==> src/sv/pps_pkg.sv <==
// Package for the preemptive priority scheduler: sizes, status codes, types.
// Used by every module of the block; depends on nothing.
package pps_pkg;

  localparam int Slots = 16;
  localparam int SlotW = $clog2(Slots);
  // Scan counter width: one extra bit so the count can reach Slots.
  localparam int CntW  = SlotW + 1;

  typedef logic [SlotW-1:0] slot_idx_t;

  typedef enum logic [2:0] {
    ST_ADMITTED   = 3'd0,
    ST_FULL       = 3'd1,
    ST_ZERO_BURST = 3'd2,
    ST_IDLE       = 3'd3,
    ST_RAN        = 3'd4,
    ST_DONE       = 3'd5
  } status_t;

  // One decoded input word as it waits in the queue.
  typedef struct packed {
    logic        mode;
    logic [7:0]  process_id;
    logic [7:0]  priority_req;
    logic [15:0] burst_time;
  } item_t;

  // One result word.
  typedef struct packed {
    status_t     status;
    logic [7:0]  ran_id;
    logic [31:0] finish_time;
    logic [31:0] turnaround_time;
    logic [31:0] waiting_time;
  } result_t;

  typedef enum logic [2:0] {
    S_IDLE,
    S_SCAN,
    S_READ,
    S_EXEC,
    S_OUT
  } exec_state_t;

endpackage

==> src/sv/pps_front.sv <==
// Front end: accepts input words and holds them in a two-entry queue.
// Depends on pps_pkg.
module pps_front (
  input  logic           clk,
  input  logic           rst,
  input  logic           in_valid,
  output logic           in_ready,
  input  pps_pkg::item_t in_item,
  output logic           q_valid,
  input  logic           q_ready,
  output pps_pkg::item_t q_item
);

  pps_pkg::item_t fifo [2];
  logic       wptr;
  logic       rptr;
  logic [1:0] count;
  logic       push;
  logic       pop;

  assign in_ready = (count != 2'd2);
  assign q_valid  = (count != 2'd0);
  assign q_item   = fifo[rptr];
  assign push     = in_valid && in_ready;
  assign pop      = q_valid && q_ready;

  // Queue storage.
  always_ff @(posedge clk) begin
    if (push) begin
      fifo[wptr] <= in_item;
    end
  end

  // Queue pointers and fill count.
  always_ff @(posedge clk) begin
    if (rst) begin
      wptr  <= 1'b0;
      rptr  <= 1'b0;
      count <= 2'd0;
    end else begin
      if (push) begin
        wptr <= ~wptr;
      end
      if (pop) begin
        rptr <= ~rptr;
      end
      count <= count + {1'b0, push} - {1'b0, pop};
    end
  end

endmodule

==> src/sv/pps_exec.sv <==
// Back end: slot table, one-slot-per-cycle winner scan and result register.
// Depends on pps_pkg.
module pps_exec (
  input  logic             clk,
  input  logic             rst,
  input  logic             q_valid,
  output logic             q_ready,
  input  pps_pkg::item_t   q_item,
  output logic             out_valid,
  input  logic             out_ready,
  output pps_pkg::result_t out_res
);

  pps_pkg::exec_state_t state, state_next;

  logic [pps_pkg::Slots-1:0] slot_valid;
  logic [7:0]  slot_id        [pps_pkg::Slots];
  logic [7:0]  slot_priority  [pps_pkg::Slots];
  logic [31:0] slot_arrival   [pps_pkg::Slots];
  logic [15:0] slot_burst     [pps_pkg::Slots];
  logic [15:0] slot_remaining [pps_pkg::Slots];
  logic [31:0] tick_count;

  pps_pkg::item_t    cur;
  logic [pps_pkg::CntW-1:0] scan_cnt;
  pps_pkg::slot_idx_t scan_idx;
  logic              best_found;
  pps_pkg::slot_idx_t best_idx;
  logic [7:0]        best_prio;
  logic [31:0]       best_arr;
  logic              free_found;
  pps_pkg::slot_idx_t free_idx;
  logic              wins;

  // Values of the chosen slot, registered before the update.
  logic [7:0]  r_id;
  logic [31:0] r_arr;
  logic [15:0] r_burst;
  logic [15:0] r_rem;

  logic [31:0] tick_sat;
  logic [15:0] rem_dec;
  logic [31:0] tat;
  logic [31:0] wt;
  pps_pkg::result_t res_next;

  assign scan_idx = scan_cnt[pps_pkg::SlotW-1:0];
  assign q_ready  = (state == pps_pkg::S_IDLE);
  assign out_valid = (state == pps_pkg::S_OUT);

  // Lower priority wins, then earlier arrival; lower index wins by scan order.
  assign wins = !best_found ||
                (slot_priority[scan_idx] < best_prio) ||
                (slot_priority[scan_idx] == best_prio && slot_arrival[scan_idx] < best_arr);

  assign tick_sat = (tick_count == 32'hFFFF_FFFF) ? tick_count : tick_count + 32'd1;
  assign rem_dec  = (r_rem != 16'd0) ? r_rem - 16'd1 : 16'd0;
  assign tat      = tick_sat - r_arr;
  assign wt       = (tat >= {16'd0, r_burst}) ? tat - {16'd0, r_burst} : 32'd0;

  // State register.
  always_ff @(posedge clk) begin
    if (rst) begin
      state <= pps_pkg::S_IDLE;
    end else begin
      state <= state_next;
    end
  end

  // Next state.
  always_comb begin
    state_next = state;
    case (state)
      pps_pkg::S_IDLE: begin
        if (q_valid) begin
          state_next = pps_pkg::S_SCAN;
        end
      end
      pps_pkg::S_SCAN: begin
        if (scan_cnt == pps_pkg::CntW'(pps_pkg::Slots - 1)) begin
          state_next = pps_pkg::S_READ;
        end
      end
      pps_pkg::S_READ: state_next = pps_pkg::S_EXEC;
      pps_pkg::S_EXEC: state_next = pps_pkg::S_OUT;
      pps_pkg::S_OUT: begin
        if (out_ready) begin
          state_next = pps_pkg::S_IDLE;
        end
      end
      default: state_next = pps_pkg::S_IDLE;
    endcase
  end

  // Scan over the slots, one per cycle.
  always_ff @(posedge clk) begin
    if (rst) begin
      scan_cnt   <= '0;
      best_found <= 1'b0;
      free_found <= 1'b0;
    end else if (state == pps_pkg::S_IDLE) begin
      scan_cnt   <= '0;
      best_found <= 1'b0;
      free_found <= 1'b0;
      if (q_valid) begin
        cur <= q_item;
      end
    end else if (state == pps_pkg::S_SCAN) begin
      scan_cnt <= scan_cnt + pps_pkg::CntW'(1);
      if (slot_valid[scan_idx] && wins) begin
        best_found <= 1'b1;
        best_idx   <= scan_idx;
        best_prio  <= slot_priority[scan_idx];
        best_arr   <= slot_arrival[scan_idx];
      end
      if (!slot_valid[scan_idx] && !free_found) begin
        free_found <= 1'b1;
        free_idx   <= scan_idx;
      end
    end
  end

  // Fetch the winner's fields.
  always_ff @(posedge clk) begin
    if (state == pps_pkg::S_READ) begin
      r_id    <= slot_id[best_idx];
      r_arr   <= slot_arrival[best_idx];
      r_burst <= slot_burst[best_idx];
      r_rem   <= slot_remaining[best_idx];
    end
  end

  // Slot payload writes.
  always_ff @(posedge clk) begin
    if (state == pps_pkg::S_EXEC) begin
      if (!cur.mode) begin
        if (cur.burst_time != 16'd0 && free_found) begin
          slot_id[free_idx]        <= cur.process_id;
          slot_priority[free_idx]  <= cur.priority_req;
          slot_arrival[free_idx]   <= tick_count;
          slot_burst[free_idx]     <= cur.burst_time;
          slot_remaining[free_idx] <= cur.burst_time;
        end
      end else if (best_found) begin
        slot_remaining[best_idx] <= rem_dec;
      end
    end
  end

  // Result of the current word.
  always_comb begin
    res_next        = '0;
    res_next.status = pps_pkg::ST_IDLE;
    if (!cur.mode) begin
      if (cur.burst_time == 16'd0) begin
        res_next.status = pps_pkg::ST_ZERO_BURST;
      end else if (!free_found) begin
        res_next.status = pps_pkg::ST_FULL;
      end else begin
        res_next.status = pps_pkg::ST_ADMITTED;
        res_next.ran_id = cur.process_id;
      end
    end else if (best_found) begin
      res_next.ran_id = r_id;
      if (rem_dec != 16'd0) begin
        res_next.status = pps_pkg::ST_RAN;
      end else begin
        res_next.status          = pps_pkg::ST_DONE;
        res_next.finish_time     = tick_sat;
        res_next.turnaround_time = tat;
        res_next.waiting_time    = wt;
      end
    end
  end

  // Valid bits and tick counter.
  always_ff @(posedge clk) begin
    if (rst) begin
      slot_valid <= '0;
      tick_count <= 32'd0;
    end else if (state == pps_pkg::S_EXEC) begin
      if (!cur.mode) begin
        if (cur.burst_time != 16'd0 && free_found) begin
          slot_valid[free_idx] <= 1'b1;
        end
      end else begin
        tick_count <= tick_sat;
        if (best_found && rem_dec == 16'd0) begin
          slot_valid[best_idx] <= 1'b0;
        end
      end
    end
  end

  // Result register.
  always_ff @(posedge clk) begin
    if (state == pps_pkg::S_EXEC) begin
      out_res <= res_next;
    end
  end

endmodule

==> src/sv/preemptive_priority_scheduler_unit.sv <==
// Top level of the preemptive priority scheduler: input queue and executor.
// Depends on pps_pkg, pps_front and pps_exec.
//
//  channel | dir | fields (low bit first)
//  s_axis  | in  | tdata: mode, process_id, priority_req, burst_time (33 bits, pad to 40)
//  m_axis  | out | tdata: status, ran_id, finish_time, turnaround_time,
//          |     |        waiting_time (107 bits, pad to 112)
//
// The executor takes one word at a time: a one-slot-per-cycle scan of all slots, then read, execute and output.
// The two-entry front queue takes up to two words while the executor works or stalls.
// A word's result waits in the result register until m_axis_tready.
// Reset is synchronous; it clears all slots and the tick counter.
module preemptive_priority_scheduler_unit (
  input  logic         clk,
  input  logic         rst,
  input  logic         s_axis_tvalid,
  output logic         s_axis_tready,
  input  logic [39:0]  s_axis_tdata,  // mode, process_id, priority_req, burst_time
  output logic         m_axis_tvalid,
  input  logic         m_axis_tready,
  output logic [111:0] m_axis_tdata   // status, ran_id, finish, turnaround, waiting
);

  pps_pkg::item_t   in_item;
  pps_pkg::item_t   q_item;
  pps_pkg::result_t res;
  logic             q_valid;
  logic             q_ready;

  // Unpack the input word.
  assign in_item.mode         = s_axis_tdata[0];
  assign in_item.process_id   = s_axis_tdata[8:1];
  assign in_item.priority_req = s_axis_tdata[16:9];
  assign in_item.burst_time   = s_axis_tdata[32:17];

  pps_front u_front (
    .clk      (clk),
    .rst      (rst),
    .in_valid (s_axis_tvalid),
    .in_ready (s_axis_tready),
    .in_item  (in_item),
    .q_valid  (q_valid),
    .q_ready  (q_ready),
    .q_item   (q_item)
  );

  pps_exec u_exec (
    .clk       (clk),
    .rst       (rst),
    .q_valid   (q_valid),
    .q_ready   (q_ready),
    .q_item    (q_item),
    .out_valid (m_axis_tvalid),
    .out_ready (m_axis_tready),
    .out_res   (res)
  );

  // Pack the result word.
  assign m_axis_tdata = {5'd0, res.waiting_time, res.turnaround_time, res.finish_time,
                         res.ran_id, res.status};

endmodule

==> config.mk <==
export PLATFORM = sky130hd
export DESIGN_NAME = preemptive_priority_scheduler_unit
export DESIGN_NICKNAME = d
export VERILOG_FILES = /design/src/sv/pps_pkg.sv /design/src/sv/pps_front.sv /design/src/sv/pps_exec.sv /design/src/sv/preemptive_priority_scheduler_unit.sv
export SDC_FILE = /design/constraint.sdc
export NUM_CORES = 2
export LEC_CHECK = 0
export CAP_MARGIN = 15
export CORE_MARGIN = 4
export CORE_UTILIZATION = 39
export CTS_BUF_LIST = sky130_fd_sc_hd__clkbuf_8 sky130_fd_sc_hd__clkbuf_16
export CTS_CLUSTER_DIAMETER = 200
export DETAILED_ROUTE_END_ITERATION = 8
export DONT_BUFFER_PORTS = 1
export PLACE_DENSITY = 0.63
export SYNTH_ARGS = -nofsm -noshare
export SYNTH_HDL_FRONTEND = slang
export SYNTH_SLANG_ARGS = --single-unit
==> constraint.sdc <==
create_clock -name clk -period 10.35 [get_ports clk]
set_input_delay 1.5525 -clock clk [delete_from_list [all_inputs] [get_ports clk]]
set_output_delay 1.5525 -clock clk [all_outputs]
set_load 0.02 [all_outputs]
After elaboration in Yosys (flattened, before gate mapping)
Memories as Yosys holds them, arrays and structs flattened. A register that Yosys moved wholly into a read port is not among the register bits.
Cells that the tools add are included.
{ "totals": {"regBits": 217, "ram_bits": 1346, "inputBits": 44, "wordCells": 136, "memories": 6} }
{ "mem_list": {"columns": ["name", "words", "width", "read_ports", "rd_ports_with_merged_regs", "write_ports", "line", "source"], "rows": [
  ["u_exec.slot_arrival", 16, 32, 2, 2, 1, "pps_exec.sv:19", "logic [31:0] slot_arrival [pps_pkg::Slots];"],
  ["u_exec.slot_burst", 16, 16, 1, 1, 1, "pps_exec.sv:20", "logic [15:0] slot_burst [pps_pkg::Slots];"],
  ["u_exec.slot_remaining", 16, 16, 1, 1, 1, "pps_exec.sv:21", "logic [15:0] slot_remaining [pps_pkg::Slots];"],
  ["u_exec.slot_id", 16, 8, 1, 1, 1, "pps_exec.sv:17", "logic [7:0] slot_id [pps_pkg::Slots];"],
  ["u_exec.slot_priority", 16, 8, 1, 1, 1, "pps_exec.sv:18", "logic [7:0] slot_priority [pps_pkg::Slots];"],
  ["u_front.fifo", 2, 33, 1, 1, 1, "pps_front.sv:14", "pps_pkg::item_t fifo [2];"]
]} }
{ "op_classes": {"add_sub_neg": 7, "n_lt_le_gt_ge": 8, "eq_ne": 12, "n_mux": 41, "n_bitwise": 10, "reduce_logical": 34} }
{ "op_table": {"columns": ["op", "n"], "rows": [
  ["$mux W107", 1],
  ["$mux W96", 1],
  ["$mux W16", 5],
  ["$mux W32", 2],
  ["$reduce_bool A16 Y1", 3],
  ["$add A32 B1 Y32 const B", 1],
  ["$eq A32 B32 Y1 const B", 1],
  ["$ge A32 B16 Y1", 1],
  ["$logic_not A16 Y1", 2],
  ["$lt A32 B32 Y1", 1],
  ["$sub A32 B16 Y32", 1],
  ["$sub A32 B32 Y32", 1],
  ["$mux W4", 5],
  ["$and A16 B16 Y16", 1],
  ["$mux W1", 16],
  ["$mux W8", 2],
  ["$not A16 Y16", 1],
  ["$or A16 B16 Y16", 1],
  ["$reduce_or A16 Y1", 1],
  ["$sub A16 B1 Y16 const B", 1],
  ["$lt A4 B5 Y1 const B", 3],
  ["$pmux W3 S5", 1],
  ["$mux W11", 1],
  ["$logic_and A1 B1 Y1", 9],
  ["27 further kinds", 50]
]} }

Longest topological paths before layout
{ "logic_depth": {"depth_word": 8, "mapped_depth": 27, "mapped_depth_nobuf": 24} }

Hierarchy
A second synthesis with hierarchy kept.
{ "hier_totals": {"cells_unflattened": 3665, "area_unflattened_um2": 71188.3} }
{ "by_module_without_submodules": {"columns": ["mod", "n_inst", "cells_per_inst", "area_per_inst_um2"], "rows": [
  ["pps_exec", 1, 3532, 68398.1],
  ["pps_front", 1, 127, 2748.9],
  ["preemptive_priority_scheduler_unit", 1, 6, 41.3]
]} }

Worst setup path after synthesis
OpenSTA, ideal clock, no wires.
{ "synth_path": {"path_type": "reg2reg", "start": "register u_exec.state[1]", "end": "memory u_exec.slot_arrival[1][0], enable pin", "setup_ps": 488, "arrival_time_ps": 8829, "t_required_ps": 9862, "path_slack_ps": 1033, "stages_incl_launch_ff": 6, "n_path_buf": 0, "synth_period_minus_slack_ps": 9317, "cell_sequence": "dfxtp_1 > nand2_1 > nor2_1 > nand2_1 > or3_1 > nor2_1"} }
{ "synth_between": {"elab_chain_cells": 3} }
{ "synth_lines": {"columns": ["item", "line", "source"], "rows": [
  ["start, declared", "pps_exec.sv:14", "pps_pkg::exec_state_t state, state_next;"],
  ["start signal, assigned", "pps_exec.sv:64", "state <= pps_pkg::S_IDLE;"],
  ["start signal, assigned", "pps_exec.sv:66", "state <= state_next;"],
  ["$eq A3 B2 Y1", "pps_exec.sv:135", "if (state == pps_pkg::S_EXEC) begin"],
  ["$mux W1", "pps_exec.sv:135", null],
  ["$mux W1 (not written as such)", "pps_exec.sv:140", "slot_arrival[free_idx] <= tick_count;"],
  ["end, declared", "pps_exec.sv:19", null]
]} }
Every way passes these cells.

Final worst setup path
{ "layout_path": {"start": "register u_exec.tick_count[9]", "end": "register u_exec.out_res[10] (netlist bit), data pin"} }
{ "layout_between": {"elab_chain_cells": 6, "elab_cells_between_ends": 8, "cone_classes": "add/sub: 3; order compare: 1; eq/ne: 1; mux: 1; bitwise: 1; reduce/logical: 1"} }
{ "layout_lines": {"columns": ["item", "line", "source"], "rows": [
  ["start, declared", "pps_exec.sv:22", "logic [31:0] tick_count;"],
  ["start signal, assigned", "pps_exec.sv:187", "tick_count <= tick_sat;"],
  ["$eq A32 B32 Y1 (*)", "pps_exec.sv:56", "assign tick_sat = (tick_count == 32'hFFFF_FFFF) ? tick_count : tick_count + 32'd1;"],
  ["$mux W32 (*)", "pps_exec.sv:56", null],
  ["via u_exec.tick_sat[5]", "pps_exec.sv:41", "logic [31:0] tick_sat;"],
  ["$sub A32 B32 Y32 (*)", "pps_exec.sv:58", "assign tat = tick_sat - r_arr;"],
  ["via u_exec.tat[10]", "pps_exec.sv:43", "logic [31:0] tat;"],
  ["$ge A32 B16 Y1", "pps_exec.sv:59", "assign wt = (tat >= {16'd0, r_burst}) ? tat - {16'd0, r_burst} : 32'd0;"],
  ["$not A1 Y1 (no source line)", null, null],
  ["$reduce_or A4 Y1 (no source line)", null, null],
  ["end signal, assigned", "pps_exec.sv:198", "out_res <= res_next;"],
  ["end, declared", "pps_exec.sv:11", "output pps_pkg::result_t out_res"]
]} }
Mark *: on every way through the listed nets, which the timed path passes. The rest lies on a longest branch.
A chain may end at the register's enable or synchronous reset.

==> impl_results.md <==
* Final setup vio count at 0
* Layout cells sized above 1 at 27.1%
* Final Cell Area at 0.0798 mm2
* Synth-to-layout area growth at 12.1%
* Via density per instance at 5.83
* First-pass GRT wire length at 260000 um
* DRC viols at 0
* Post-synth top area share at 67.8%
* Yosys warning total at 0
* CTS H-tree lvls at 4
* Vias at 36500
* Worst setup EP type: flip-flop
* CTS Buf Count at 168
* Chip Width at 435 um
* Max Freq at 0.117 GHz
* Final min period at 8.56 ns
* First-pass DRT Iterations at 5
* Placed cell areas at 0.0743 mm2
* I/O Buffers at 0
* Hold buffer count at CTS at 0
* Initial Utilization at 39.3%
* Initial DRC count at 3887
* Critical-path maximum fanout at 22
* CP Class: flip-flop to flip-flop
* GRT met2 Usage at 30.7%
* Fraction of registers with async set/reset at 0%
* Fillers at 15300
* Initial antenna violation count at 6
* # rows at 156
* PostCTS Resize Cnt at 0
* CTS max path bufs at 3
* IO Count at 158
* Worst endpoint required time at 10.86 ns
* Root Buffer: clkbuf_16
* Hold crit path type: flip-flop to flip-flop
* P per Cell Area at 181 mW/mm2
* CTS tree: built
* Clock Latency Late Sink at 0.80 ns
* Hold WS at 0.471 ns
* DP Worst Slack at 1.89 ns
* Gate Count Post-Synth at 3656
* Gr busiest metal: met2
* TritonCTS Sinks at 1672
* Full die area at 0.189 mm2
* Multi-input logic area at 0.0205 mm2
* Hold Fails Final Rpt at 0
* Tcrit/Tclk final at 82.7%
* Global route overflow at 0
* Worst setup SP type: flip-flop
* Vias in the first global route at 36600
* Most numerous cell in the Yosys netlist: edfxtp_1
* Top_reg_cell synth: edfxtp_1
* Grt met3 use at 2.99%
* Synth area leader: edfxtp_1
* VDD IR max at 0.151 mV
* Post-route setup TNS at 0 ns
* Most frequent cells after synthesis: 1606 x edfxtp_1, 565 x mux4_2, 167 x nor2_1
* RSZ-0062 raised after global routing: no
* Clock Skew at 0.0390 ns
* Final Util at 44.1%
* Final nets at 3877
* Met1 usage in global routing at 26.4%
* Die Ht at 435 um
* Outcome: finished clean
* Worst Tran Pin Value at 1.19 ns
* Final Worst Setup Slack at 1.79 ns
* Avg WL per Cell at 28.8 um
* Distinct cells, synth at 102
* RePlAce Congestion at 0.860
* Leakage at 25.7 nW
* Mean post-synth cell area at 19.5 um2
* Antenna Nets Post-Route at 0
* Sequential cell area at 0.0496 mm2
* Dpl hpwl at 103000 um
* Post-Syn Area at 0.0712 mm2
* Post-synth EDFFs at 1606
* Top cells by area, synth: edfxtp_1 68%, mux4_2 18%, dfxtp_1 1.9%
* Max_cap viols at 0
* GRT Total Usage at 18.7%
* #FFs+latches synth at 1672
* Post-synthesis sequential area ratio at 69.6%
* Critical Path AT at 9.07 ns
* DRT Wirelength at 180000 um
* Core area at 0.181 mm2
* Max-slew violation count at 0
* Clock slew at reported path FFs at 0.06 ns
* Largest net degree at the start of global routing at 126
* Post-CTS Setup Inserts at 0
* Slew headroom at 20.1%
## logic make-up (layout without fill, tap and decap cells)
| family | after synthesis | in the layout | synth area share, % |
|---|---|---|---|
| XOR/XNOR | 106 | 106 | 1.34 |
| adder cells (fa/ha/maj) | 94 | 94 | 1.67 |
| flip-flops | 1672 | 1672 | 69.6 |
| other | 1 | 8 | 0.00527 |
| multiplexers | 606 | 606 | 18.5 |
| AND/OR/NAND/NOR | 569 | 569 | 4.16 |
| AO/OA/AOI/OAI | 305 | 305 | 2.92 |
| buffers and inverters | 303 | 519 | 1.77 |
## metal layers
metal / part of all wire [%] / up-vias
li1: - / 15200
met1: 42 / 19500
met2: 49 / 1443
met3: 6.8 / 245
met4: 2.1 / 2
met5: 0.0072 / -
## final timing paths
| kind | cells past startpoint | slack, ns | startpoint | end |
|---|---|---|---|---|
| max | 25 | 1.79 | u_exec.tick_count[9]$_SDFFE_PP0P_ | u_exec.out_res[10]$_SDFFCE_PP0P_ |
| min reg2reg | 2 | 0.47 | u_exec.scan_cnt[4]$_SDFFE_PP0P_ | u_exec.scan_cnt[4]$_SDFFE_PP0P_ |
| min | 2 | 0.47 | u_exec.scan_cnt[4]$_SDFFE_PP0P_ | u_exec.scan_cnt[4]$_SDFFE_PP0P_ |
| max reg2reg | 25 | 1.79 | u_exec.tick_count[9]$_SDFFE_PP0P_ | u_exec.out_res[10]$_SDFFCE_PP0P_ |
## cell type report
type | count | area share [%]
antenna | 3 | 0.00941
clock buffer | 170 | 5.32
clock inverter | 137 | 1.59
inverter | 115 | 0.547
multi-input combinational | 1685 | 25.7
sequential | 1672 | 62.1
tap | 2370 | 3.72
timing repair buffer | 97 | 0.991
## flip-flops by register name, indices dropped and copies added (netlist names), 5 cells and up, named ones only
register,flops
u_exec.slot_arrival,512
u_exec.slot_burst,256
u_exec.slot_remaining,256
u_exec.slot_id,128
u_exec.slot_priority,128
u_exec.out_res,107
u_front.fifo,66
u_exec.cur,33
u_exec.best_arr,32
u_exec.r_arr,32
u_exec.tick_count,32
u_exec.r_burst,16
u_exec.r_rem,16
u_exec.slot_valid,16
u_exec.best_prio,8
u_exec.r_id,8
u_exec.scan_cnt,5
## worst max-delay path, cell delays in order (launching register included)
cell	delay (ns)
dfxtp_1	0.88
and4_1	0.44
and4_1	0.33
nand4_1	0.35
o21bai_1	0.71
nor2_1	0.11
xor2_1	0.18
ha_1	0.42
o211ai_1	0.12
a21oi_1	0.32
nor2_1	0.13
o21ai_0	0.36
a21o_1	0.18
a21o_1	0.12
xor2_1	0.23
ha_1	0.34
a21o_1	0.18
a21oi_1	0.17
o211ai_1	0.12
o211a_1	0.17
o41ai_2	0.57
and2_2	0.32
nand4b_4	0.15
o31ai_4	0.80
buf_4	0.46
nor2_2	0.08
## cell usage in the layout, fill, tap and decap left out, types with 16 or more instances in the layout
cell	synthesis	layout
and3_1	48	47
nor2_4	0	16
nand4_1	32	32
o21ai_0	58	58
nand2_1	90	90
bufinv_16	0	19
ha_1	92	92
xnor2_1	61	61
mux4_2	565	565
xor2_1	43	43
or3_1	26	26
nor2_2	25	26
nand2b_1	22	22
buf_4	10	92
and2_1	22	22
clkinv_1	0	29
nor3_1	35	34
dfxtp_1	66	61
nor2_1	167	150
nand3_1	32	32
a21oi_1	87	87
clkinv_2	0	30
inv_1	115	147
edfxtp_1	1606	1606
a21o_1	24	24
clkbuf_16	0	169
mux2_2	35	35
## power breakdown
group / total [mW] / internal [mW] / switching, mW
Clock: 6.07 / 3.47 / 2.60
Combinational: 0.647 / 0.289 / 0.358
Sequential: 7.76 / 7.61 / 0.155
Total: 14.5 / 11.4 / 3.11
## stage by stage
stage | power [mW] | instances
global route | 15.0 | 6247
floorplan | 8.29 | 3660
finish | 14.5 | 6249
CTS | 14.6 | 6246
detailed placement | 8.57 | 5939
global placement | 8.55 | 5939
Power figures use the tool's default switching activity.
